$ cat config.mk
export PLATFORM = sky130hd
export DESIGN_NAME = aabb_overlap_contact_core
export DESIGN_NICKNAME = d
export VERILOG_FILES = /design/src/rtl/core/aoc_pkg.sv /design/src/rtl/core/aoc_axis.sv /design/src/rtl/core/aabb_overlap_contact_core.sv
export SDC_FILE = /design/constraint.sdc
export NUM_CORES = 2
export LEC_CHECK = 0
export CORE_ASPECT_RATIO = 0.5
export CORE_UTILIZATION = 45
export DETAILED_ROUTE_END_ITERATION = 16
export DONT_BUFFER_PORTS = 1
export GPL_TIMING_DRIVEN = 1
export PLACE_DENSITY = 0.62
export SYNTH_ARGS = -nofsm -noshare
export SYNTH_HDL_FRONTEND = slang
export SYNTH_SLANG_ARGS = --single-unit
$ cat constraint.sdc
create_clock -name i_clk -period 2.9 [get_ports i_clk]
set_input_delay 0 -clock i_clk [delete_from_list [all_inputs] [get_ports i_clk]]
set_output_delay 0 -clock i_clk [all_outputs]
set_load 0.005 [all_outputs]
$ cat src/rtl/core/aoc_pkg.sv
package aoc_pkg;

    // Width of every coordinate, depth and contact field on the ports.
    localparam int FIELD_W = 32;

    // Number of axes handled side by side.
    localparam int NUM_AXES = 3;

    typedef enum logic [1:0] {
        AXIS_X = 2'd0,
        AXIS_Y = 2'd1,
        AXIS_Z = 2'd2
    } t_axis;

endpackage

$ cat src/rtl/core/aoc_axis.sv
module aoc_axis #(
    parameter int COORD_WIDTH = 32
) (
    input  logic                              i_clk,
    input  logic [aoc_pkg::FIELD_W-1:0]       i_qmin,
    input  logic [aoc_pkg::FIELD_W-1:0]       i_qmax,
    input  logic [aoc_pkg::FIELD_W-1:0]       i_omin,
    input  logic [aoc_pkg::FIELD_W-1:0]       i_omax,
    output logic signed [COORD_WIDTH+1:0]     o_ext,
    output logic                              o_pos,
    output logic signed [COORD_WIDTH-1:0]     o_centre,
    output logic signed [COORD_WIDTH-1:0]     o_omin,
    output logic signed [COORD_WIDTH-1:0]     o_omax
);
    import aoc_pkg::*;

    localparam int CW = COORD_WIDTH;
    localparam int SW = COORD_WIDTH + 1;
    localparam int EW = COORD_WIDTH + 2;

    logic signed [CW-1:0] qmin, qmax, omin, omax;

    // A coordinate is the low COORD_WIDTH bits of its field; above the field
    // width there is nothing to sign-extend from, so the value is taken as is.
    generate
        if (CW > FIELD_W) begin : g_zext
            assign qmin = $signed({{(CW-FIELD_W){1'b0}}, i_qmin});
            assign qmax = $signed({{(CW-FIELD_W){1'b0}}, i_qmax});
            assign omin = $signed({{(CW-FIELD_W){1'b0}}, i_omin});
            assign omax = $signed({{(CW-FIELD_W){1'b0}}, i_omax});
        end else begin : g_trunc
            assign qmin = $signed(i_qmin[CW-1:0]);
            assign qmax = $signed(i_qmax[CW-1:0]);
            assign omin = $signed(i_omin[CW-1:0]);
            assign omax = $signed(i_omax[CW-1:0]);
        end
    endgenerate

    // First stage: overlap bounds and centre sums.
    logic signed [CW-1:0] n_s1_lo, n_s1_hi;
    logic signed [SW-1:0] n_s1_qsum, n_s1_osum;
    logic signed [CW-1:0] r_s1_lo, r_s1_hi, r_s1_omin, r_s1_omax;
    logic signed [SW-1:0] r_s1_qsum, r_s1_osum;

    always_comb begin
        n_s1_lo   = (qmin > omin) ? qmin : omin;
        n_s1_hi   = (qmax < omax) ? qmax : omax;
        n_s1_qsum = SW'(qmin) + SW'(qmax);
        n_s1_osum = SW'(omin) + SW'(omax);
    end

    always_ff @(posedge i_clk) begin
        r_s1_lo   <= n_s1_lo;
        r_s1_hi   <= n_s1_hi;
        r_s1_qsum <= n_s1_qsum;
        r_s1_osum <= n_s1_osum;
        r_s1_omin <= omin;
        r_s1_omax <= omax;
    end

    // Second stage: extent, normal sign and the floored query centre.
    logic signed [EW-1:0] n_s2_ext;
    logic signed [SW-1:0] centre_full;
    logic signed [EW-1:0] r_s2_ext;
    logic                 r_s2_pos;
    logic signed [CW-1:0] r_s2_centre, r_s2_omin, r_s2_omax;

    always_comb begin
        n_s2_ext    = EW'(r_s1_hi) - EW'(r_s1_lo);
        centre_full = r_s1_qsum >>> 1;
    end

    always_ff @(posedge i_clk) begin
        r_s2_ext    <= n_s2_ext;
        r_s2_pos    <= (r_s1_qsum >= r_s1_osum);
        r_s2_centre <= CW'(centre_full);
        r_s2_omin   <= r_s1_omin;
        r_s2_omax   <= r_s1_omax;
    end

    assign o_ext    = r_s2_ext;
    assign o_pos    = r_s2_pos;
    assign o_centre = r_s2_centre;
    assign o_omin   = r_s2_omin;
    assign o_omax   = r_s2_omax;

endmodule

$ cat src/rtl/core/aabb_overlap_contact_core.sv
// Box overlap and contact core.
//
// A word is offered by driving the twelve corner coordinates (query and
// obstacle boxes, min and max corners, signed Q16.16) and raising start.
// It is taken at every rising edge where start is high and busy is low;
// busy is held low, so a new box pair can enter on every clock.
//
// The result leaves on the o_ ports for exactly one cycle, marked by
// o_done: hit flag, depth, separation axis, normal sign and contact point.
// A miss gives all result fields zero. Results come out in input order.
//
// Words pass through four register stages (bounds and sums, extents and
// signs, axis pick and clamp, output). Throughput is one word per cycle,
// since no stage ever holds a word. The receiver cannot hold results off,
// and none is needed: no stage stalls.
//
// Reset (i_rst_n low at a rising edge) clears the valid bits of every stage,
// so words in flight are dropped and o_done stays low until new work arrives.
module aabb_overlap_contact_core #(
    parameter int COORD_WIDTH = 32
) (
    input  logic                        i_clk,
    input  logic                        i_rst_n,
    input  logic                        start,
    output logic                        busy,
    input  logic [aoc_pkg::FIELD_W-1:0] i_query_min_x,
    input  logic [aoc_pkg::FIELD_W-1:0] i_query_min_y,
    input  logic [aoc_pkg::FIELD_W-1:0] i_query_min_z,
    input  logic [aoc_pkg::FIELD_W-1:0] i_query_max_x,
    input  logic [aoc_pkg::FIELD_W-1:0] i_query_max_y,
    input  logic [aoc_pkg::FIELD_W-1:0] i_query_max_z,
    input  logic [aoc_pkg::FIELD_W-1:0] i_obst_min_x,
    input  logic [aoc_pkg::FIELD_W-1:0] i_obst_min_y,
    input  logic [aoc_pkg::FIELD_W-1:0] i_obst_min_z,
    input  logic [aoc_pkg::FIELD_W-1:0] i_obst_max_x,
    input  logic [aoc_pkg::FIELD_W-1:0] i_obst_max_y,
    input  logic [aoc_pkg::FIELD_W-1:0] i_obst_max_z,
    output logic                        o_done,
    output logic                        o_hit,
    output logic [aoc_pkg::FIELD_W-1:0] o_depth,
    output logic [1:0]                  o_sep_axis,
    output logic                        o_sep_positive,
    output logic [aoc_pkg::FIELD_W-1:0] o_contact_x,
    output logic [aoc_pkg::FIELD_W-1:0] o_contact_y,
    output logic [aoc_pkg::FIELD_W-1:0] o_contact_z
);
    import aoc_pkg::*;

    localparam int CW = COORD_WIDTH;
    localparam int EW = COORD_WIDTH + 2;

    logic [FIELD_W-1:0]   qmin [NUM_AXES];
    logic [FIELD_W-1:0]   qmax [NUM_AXES];
    logic [FIELD_W-1:0]   omin [NUM_AXES];
    logic [FIELD_W-1:0]   omax [NUM_AXES];
    logic signed [EW-1:0] ext  [NUM_AXES];
    logic                 pos  [NUM_AXES];
    logic signed [CW-1:0] centre [NUM_AXES];
    logic signed [CW-1:0] a_omin [NUM_AXES];
    logic signed [CW-1:0] a_omax [NUM_AXES];

    assign qmin[0] = i_query_min_x;
    assign qmin[1] = i_query_min_y;
    assign qmin[2] = i_query_min_z;
    assign qmax[0] = i_query_max_x;
    assign qmax[1] = i_query_max_y;
    assign qmax[2] = i_query_max_z;
    assign omin[0] = i_obst_min_x;
    assign omin[1] = i_obst_min_y;
    assign omin[2] = i_obst_min_z;
    assign omax[0] = i_obst_max_x;
    assign omax[1] = i_obst_max_y;
    assign omax[2] = i_obst_max_z;

    // Stages one and two run per axis.
    generate
        for (genvar g = 0; g < NUM_AXES; g++) begin : g_axis
            aoc_axis #(
                .COORD_WIDTH(COORD_WIDTH)
            ) u_axis (
                .i_clk    (i_clk),
                .i_qmin   (qmin[g]),
                .i_qmax   (qmax[g]),
                .i_omin   (omin[g]),
                .i_omax   (omax[g]),
                .o_ext    (ext[g]),
                .o_pos    (pos[g]),
                .o_centre (centre[g]),
                .o_omin   (a_omin[g]),
                .o_omax   (a_omax[g])
            );
        end
    endgenerate

    // Valid bits, one per stage, travel alongside the data.
    logic [3:0] r_vld;
    logic [3:0] n_vld;

    assign busy  = 1'b0;
    assign n_vld = {r_vld[2:0], start};

    always_ff @(posedge i_clk) begin
        if (!i_rst_n) begin
            r_vld <= '0;
        end else begin
            r_vld <= n_vld;
        end
    end

    // Third stage: smallest extent with ties to x then y, and the clamped
    // centre and obstacle face on every axis.
    logic                 n_s3_hit, r_s3_hit;
    t_axis                n_s3_axis, r_s3_axis;
    logic signed [EW-1:0] n_s3_depth, r_s3_depth;
    logic                 n_s3_pos, r_s3_pos;
    logic signed [CW-1:0] n_s3_face [NUM_AXES];
    logic signed [CW-1:0] r_s3_face [NUM_AXES];
    logic signed [CW-1:0] n_s3_clamp [NUM_AXES];
    logic signed [CW-1:0] r_s3_clamp [NUM_AXES];
    logic                 y_lt_x, z_lt_x, z_lt_y;

    always_comb begin
        y_lt_x   = ext[1] < ext[0];
        z_lt_x   = ext[2] < ext[0];
        z_lt_y   = ext[2] < ext[1];
        n_s3_hit = (ext[0] > 0) && (ext[1] > 0) && (ext[2] > 0);
        if (y_lt_x) begin
            n_s3_axis = z_lt_y ? AXIS_Z : AXIS_Y;
        end else begin
            n_s3_axis = z_lt_x ? AXIS_Z : AXIS_X;
        end
        case (n_s3_axis)
            AXIS_Y: begin
                n_s3_depth = ext[1];
                n_s3_pos   = pos[1];
            end
            AXIS_Z: begin
                n_s3_depth = ext[2];
                n_s3_pos   = pos[2];
            end
            default: begin
                n_s3_depth = ext[0];
                n_s3_pos   = pos[0];
            end
        endcase
        for (int k = 0; k < NUM_AXES; k++) begin
            n_s3_face[k] = pos[k] ? a_omax[k] : a_omin[k];
            // On a hit the obstacle is not inverted, so this is the clamp.
            if (centre[k] > a_omax[k]) begin
                n_s3_clamp[k] = a_omax[k];
            end else if (centre[k] < a_omin[k]) begin
                n_s3_clamp[k] = a_omin[k];
            end else begin
                n_s3_clamp[k] = centre[k];
            end
        end
    end

    always_ff @(posedge i_clk) begin
        r_s3_hit   <= n_s3_hit;
        r_s3_axis  <= n_s3_axis;
        r_s3_depth <= n_s3_depth;
        r_s3_pos   <= n_s3_pos;
        r_s3_face  <= n_s3_face;
        r_s3_clamp <= n_s3_clamp;
    end

    // Fourth stage: assemble the result word, all zero on a miss.
    logic               n_hit, r_hit;
    logic [FIELD_W-1:0] n_depth, r_depth;
    logic [1:0]         n_sep_axis, r_sep_axis;
    logic               n_sep_pos, r_sep_pos;
    logic [FIELD_W-1:0] n_contact [NUM_AXES];
    logic [FIELD_W-1:0] r_contact [NUM_AXES];

    always_comb begin
        n_hit      = r_s3_hit;
        n_depth    = '0;
        n_sep_axis = '0;
        n_sep_pos  = 1'b0;
        for (int k = 0; k < NUM_AXES; k++) begin
            n_contact[k] = '0;
        end
        if (r_s3_hit) begin
            n_depth    = FIELD_W'(r_s3_depth);
            n_sep_axis = r_s3_axis;
            n_sep_pos  = r_s3_pos;
            for (int k = 0; k < NUM_AXES; k++) begin
                if (r_s3_axis == t_axis'(k)) begin
                    n_contact[k] = FIELD_W'(r_s3_face[k]);
                end else begin
                    n_contact[k] = FIELD_W'(r_s3_clamp[k]);
                end
            end
        end
    end

    always_ff @(posedge i_clk) begin
        r_hit      <= n_hit;
        r_depth    <= n_depth;
        r_sep_axis <= n_sep_axis;
        r_sep_pos  <= n_sep_pos;
        r_contact  <= n_contact;
    end

    assign o_done         = r_vld[3];
    assign o_hit          = r_hit;
    assign o_depth        = r_depth;
    assign o_sep_axis     = r_sep_axis;
    assign o_sep_positive = r_sep_pos;
    assign o_contact_x    = r_contact[0];
    assign o_contact_y    = r_contact[1];
    assign o_contact_z    = r_contact[2];

endmodule

; ---- Yosys cells after proc, flatten, opt, wreduce, memory -nomap -nowiden
; Index checks and enable logic that the tools add are counted.
[word_totals]
out_inout_bits = 134
ff_bits = 1336
elab_cells = 111
[classes]
addsub = 9
n_eq_ne = 4
reduce_logical = 3
mux = 23
n_lt_le_gt_ge = 21
[ops]
columns = operator, n
row1 = $mux W32, 18
row2 = $add A32 B32 Y33, 6
row3 = $gt A32 B32 Y1, 6
row4 = $lt A32 B32 Y1, 6
row5 = $ge A33 B33 Y1, 3
row6 = $gt A33 B1 Y1 const B, 3
row7 = $lt A33 B33 Y1, 3
row8 = $sub A32 B32 Y33, 3
row9 = $pmux W32 S2, 1
row10 = $mux W2, 3
row11 = $eq A2 B1 Y1 const B, 2
row12 = $eq A2 B2 Y1 const B, 2
row13 = $logic_and A1 B1 Y1, 2
row14 = $logic_not A2 Y1, 1
row15 = $pmux W1 S2, 1

; ---- Logic depth before layout (Yosys ltp)
[logic_depth]
depth_word = 5
mapped_depth = 15
mapped_depth_nobuf = 14

; ---- By module
; From an unflattened synthesis, not the netlist that was laid out.
[hier_totals]
cells_unflattened = 7298
hier_area_um2 = 68010.2
[by_module_without_submodules]
columns = module, cells_each, instances, area_per_inst_um2
row1 = aoc_axis at g_axis[0].u_axis ..., 1701, 2, 16061.7
row2 = aabb_overlap_contact_core, 2429, 1, 20982.6
row3 = aoc_axis at g_axis[2].u_axis, 1467, 1, 14904.3

; ---- Worst setup path before layout
; Ideal clock, no wire load.
[synth_timing]
kind = register to register
start = register g_axis[0].u_axis.r_s2_omax[1]
end = register r_s3_clamp[65] in the netlist's numbering
period_less_slack_ns = 2.891
slack_ns = 0.009
stages_incl_launch_ff = 16
t_arrival_ns = 2.818
setup_time_ns = 0.074
t_required_ns = 2.826
path_buffers = 2
cell_sequence = dfxtp_1 > inv_1 > ha_1 > nor2b_1 > o21ai_1 > nand2b_1 > a21oi_1 > nor2_1 > a211oi_1 > o21ai_0 > a221oi_1 > mux2i_1 > a21o_1 > clkbuf_1 > buf_1 > mux2i_1
[synth_rtl]
columns = element, line
row1 = from (decl), aoc_axis.sv:66  ; logic signed [CW-1:0] r_s2_centre, r_s2_omin, r_s2_omax;
row2 = from (signal assigned), aoc_axis.sv:78  ; r_s2_omax <= r_s1_omax;
row3 = to (signal assigned), aabb_overlap_contact_core.sv:165  ; r_s3_clamp <= n_s3_clamp;
row4 = to (decl), aabb_overlap_contact_core.sv:119  ; logic signed [CW-1:0] r_s3_clamp [NUM_AXES];

; ---- Final worst setup path
[layout_timing]
start = register g_axis[1].u_axis.r_s2_ext[1]
end = register r_s3_depth[5]
[layout_via]
elab_chain_len = 5
word_cells_on_any_way = 7
[layout_lines]
columns = element, line
row1 = from (decl), aoc_axis.sv:64  ; logic signed [EW-1:0] r_s2_ext;
row2 = from (signal assigned), aoc_axis.sv:74  ; r_s2_ext <= n_s2_ext;
row3 = $lt A33 B33 Y1, aabb_overlap_contact_core.sv:125  ; z_lt_y = ext[2] < ext[1];
row4 = $mux W2, aabb_overlap_contact_core.sv:128  ; n_s3_axis = z_lt_y ? AXIS_Z : AXIS_Y;
row5 = $mux W2 *, aabb_overlap_contact_core.sv:127  ; if (y_lt_x) begin
row6 = net n_s3_axis[0], aabb_overlap_contact_core.sv:113  ; t_axis n_s3_axis, r_s3_axis;
row7 = $eq A2 B2 Y1 / $eq A2 B1 Y1 (equally long branches), aabb_overlap_contact_core.sv:132  ; case (n_s3_axis)
row8 = $pmux W32 S2 *, aabb_overlap_contact_core.sv:132
row9 = net n_s3_depth[5], aabb_overlap_contact_core.sv:114  ; logic signed [EW-1:0] n_s3_depth, r_s3_depth;
row10 = to (signal assigned), aabb_overlap_contact_core.sv:162  ; r_s3_depth <= n_s3_depth;
row11 = to (decl), aabb_overlap_contact_core.sv:114
; The timed path passes the listed nets; every way through them passes the cells marked *.
; A chain may end at the register's enable or synchronous reset.

==> flow_summary.json <==
{
  "vias_per_cell": 5.54,
  "io-pin-count": 521,
  "finalCoreUtilization_pct": 57.9,
  "nets": 9382,
  "failed_checks": "setup timing",
  "final.setup.tns_ns": -2.27,
  "reg2reg_to": "r_s3_depth[5]",
  "synth.ff_latch_count": 1336,
  "final_max_slew_viol_count": 0,
  "worst_clock_skew_ns": 0.0588,
  "worst-slew-pin-transition_ns": 1.04,
  "ys_dominant_reg_cell": "dfxtp_1",
  "grt_antenna_before_repair": 38,
  "drtIter0Drc": 4961,
  "ys_async_sr_fraction_pct": 0,
  "synthTopCellsByArea": "dfxtp_1 40%, ha_1 16%, inv_1 4.2%, a21o_1 3.2%, a21oi_1 3.0%",
  "die_area_um2": 149000,
  "timing.hold.worst_endpoint": "g_axis[2].u_axis.r_s1_osum[3]",
  "post-route-drc-count": 0,
  "synth_area_per_cell_um2": 9.24,
  "fmaxAchievable_ghz": 0.337,
  "setup.worst_path.end_class": "flop",
  "globalRoute.totalOverflow": 0,
  "area_growth_pct": 27.6,
  "antenna_left": 0,
  "path_clk_slew_ns": 0.07,
  "drt-pass1-iter-count": 6,
  "numCtsBuffers": 116,
  "crit_required_ns": 3.58,
  "initial_core_util_pct": 45.3,
  "cts_htree_levels": 3,
  "grt_max_degree": 187,
  "p_leak_uw": 0.0389,
  "timing.setup.critical_path_class": "flop to flop",
  "power_density_nw_per_um2": 835,
  "yosys.cell_count.top_type": "dfxtp_1",
  "worst_hold_path.num_cells": 5,
  "yosys_cell_types": 84,
  "route.vias.total": 56659,
  "synth_largest_area_cell": "dfxtp_1",
  "ff2ff_setup_slack_ns": -0.07,
  "synth_fp_nets": 8419,
  "post-route-worst-setup-slack_ns": -0.0708,
  "post_route_cells_drive_above_1_share_pct": 12.8,
  "critical_path_peak_fanout": 16,
  "wl_per_cell_um": 22.0,
  "clockBufferDepth": 3,
  "half_perimeter_wire_length_after_detailed_placement_mm": 161,
  "yosys-top-cells-count": "1336 x dfxtp_1, 861 x ha_1, 744 x inv_1",
  "r2r_cells": 14,
  "fin_total_pwr_uw": 70500,
  "period_share_pct": 102,
  "groute.usage.overall_pct": 28.6,
  "clock_sink_count": 1336,
  "die_width_um": 544,
  "insertion_delay_ns": 0.76,
  "yosysSeqAreaShare_pct": 40.4,
  "hold_path_class": "primary input to flop",
  "rsz0062_at_grt": "true",
  "hold_path_startpoint": "i_obst_min_z[1]",
  "finalWirelength_mm": 225,
  "vdd.ir_drop.worst_mv": 0.717,
  "maxCapViolations": 0,
  "finalWeightedCongestion": 0.970,
  "fillers": 12577,
  "netlist_area_um2": 66200,
  "cts_tree": "done",
  "synth-edff-count": 0,
  "synth_warnings": 0,
  "clock-root-buffer": "clkbuf_16",
  "start_kind": "flop",
  "finalHoldViolations": 0,
  "synthDominantCellAreaShare_pct": 40.4,
  "grt_first_pass_wirelength_mm": 327,
  "r2r_start": "g_axis[1].u_axis.o_ext[1]",
  "placeableCoreArea_um2": 146000,
  "headroom_to_the_max_slew_limit_pct": 30.9,
  "syn-instance-count": 7162,
  "first_global_vias": 53089,
  "std_cell_rows": 99,
  "critical_path_arrival_ns": 3.65,
  "numPortBuffers": 0,
  "finalSetupViolCount": 77,
  "result_of_the_run": "complete, but fails checks",
  "layout_min_cycle_time_ns": 2.97,
  "die-height_um": 273
}
[cells in the final DEF (no fill, tap or decap), types with 73 or more instances in the layout]
master,count
a21boi_0,103
a21o_1,283
a21oi_1,359
buf_4,378
clkbuf_16,128
dfxtp_1,1272
dlygate4sd3_1,617
ha_1,821
inv_1,721
mux2_1,91
mux2i_1,97
nand2_1,455
nand2b_1,82
nand3_1,208
nand4_1,256
nor2_1,285
nor2b_1,90
nor3_1,85
o211ai_1,78
o21ai_0,272
or3_1,73
xnor2_1,144
xor2_1,77
[sequential cells by signal (all words and copies together) (netlist names), 96 cells and up]
register and cells:
g_axis.u_axis.o_ext 99, g_axis.u_axis.r_s1_osum 99, g_axis.u_axis.r_s1_qsum 99, g_axis.u_axis.o_centre 96
g_axis.u_axis.o_omax 96, g_axis.u_axis.o_omin 96, g_axis.u_axis.r_s1_hi 96, g_axis.u_axis.r_s1_lo 96
g_axis.u_axis.r_s1_omax 96, g_axis.u_axis.r_s1_omin 96, r_s3_clamp 96, r_s3_face 96
[report_power, final]
| group | switching, uW | internal (uW) | total (uW) |
|---|---|---|---|
| Combinational | 14400 | 12600 | 27100 |
| Clock | 7710 | 9160 | 16900 |
| Sequential | 3530 | 23000 | 26600 |
[worst max-delay path by stage]
stage                                 from              to  slack [ns]
6_report         g_axis[1].u_axis.o_ext[1]   r_s3_depth[5]       -0.07
3_5_place_dp   g_axis[0].u_axis.o_omin[17]  r_s3_clamp[64]       -0.39
3_3_place_gp    g_axis[0].u_axis.o_omin[5]  r_s3_clamp[64]       -0.28
4_1_cts        g_axis[0].u_axis.o_omin[17]  r_s3_clamp[64]       -0.09
2_1_floorplan   g_axis[0].u_axis.o_omax[1]  r_s3_clamp[65]       0.009
5_1_grt         g_axis[1].u_axis.o_ext[22]   r_s3_depth[4]       -0.19
[per-stage QoR]
step / setup WS (ns) / cell area, um^2 / hold slack [ns] / std cells
detailed placement: -0.386 / 71300 / 0.0278 / 9298
finish: -0.0708 / 84500 / 0.00220 / 10224
floorplan: 0.00869 / 66200 / 0.0277 / 7162
global placement: -0.281 / 71300 / 0.0278 / 9298
global route: -0.189 / 84400 / -0.000716 / 10212
CTS: -0.0883 / 82300 / 0.000536 / 10144
[area by class of cell]
| cell class | instances | area, um^2 | area share, % |
|---|---|---|---|
| clock inverter | 74 | 988 | 1.17 |
| tap | 1969 | 2460 | 2.92 |
| clock buffer | 144 | 3160 | 3.74 |
| sequential | 1336 | 26900 | 31.8 |
| inverter | 747 | 2810 | 3.32 |
| antenna | 30 | 75.1 | 0.0889 |
| multi-input combinational | 4839 | 37600 | 44.5 |
| timing repair buffer | 1085 | 10600 | 12.5 |
[what timing repair did]
item                                    CTS  global route
endpoints found under the setup margin  100           322
gates resized for setup                 105           352
hold endpoints to repair                586            18
buffers inserted                         10            27
gates cloned                              3            10
hold buffers                            616            18
pin swaps                                35           147
[logic make-up (layout without fill, tap and decap cells)]
group	after synthesis	in the layout	synth area share (%)
other	1	31	0.00567
DFF	1336	1336	40.4
muxes	206	206	3.31
xor gates and xnor gates	222	222	2.94
AOI/OAI and AO/OA	1669	1669	16.6
buffers and inverters	987	2050	5.63
and+or+nand+nor	1871	1871	14.6
adders and majority gates	870	870	16.6
[layer usage]
metal	vias to the layer above	GRT usage, %	routed length, um
met1	26682	39.9	102000
met2	2157	44.2	97700
li1	27337	-	-
met3	461	4.39	16100
met5	-	0	145
met4	22	11.3	9330
[critical path: stages (launching register included)]
cell and delay, ns:
dfxtp_2 0.36, inv_2 0.07, ha_4 0.20, a21o_1 0.15
a21o_1 0.17, a21o_1 0.18, a211oi_2 0.23, o211ai_1 0.16
a31oi_2 0.28, mux2i_2 0.28, buf_4 0.16, nor2_4 0.05
nor2_4 0.22, clkbuf_16 0.24, a221o_1 0.15
No activity file was read; power rests on OpenSTA's default activity.
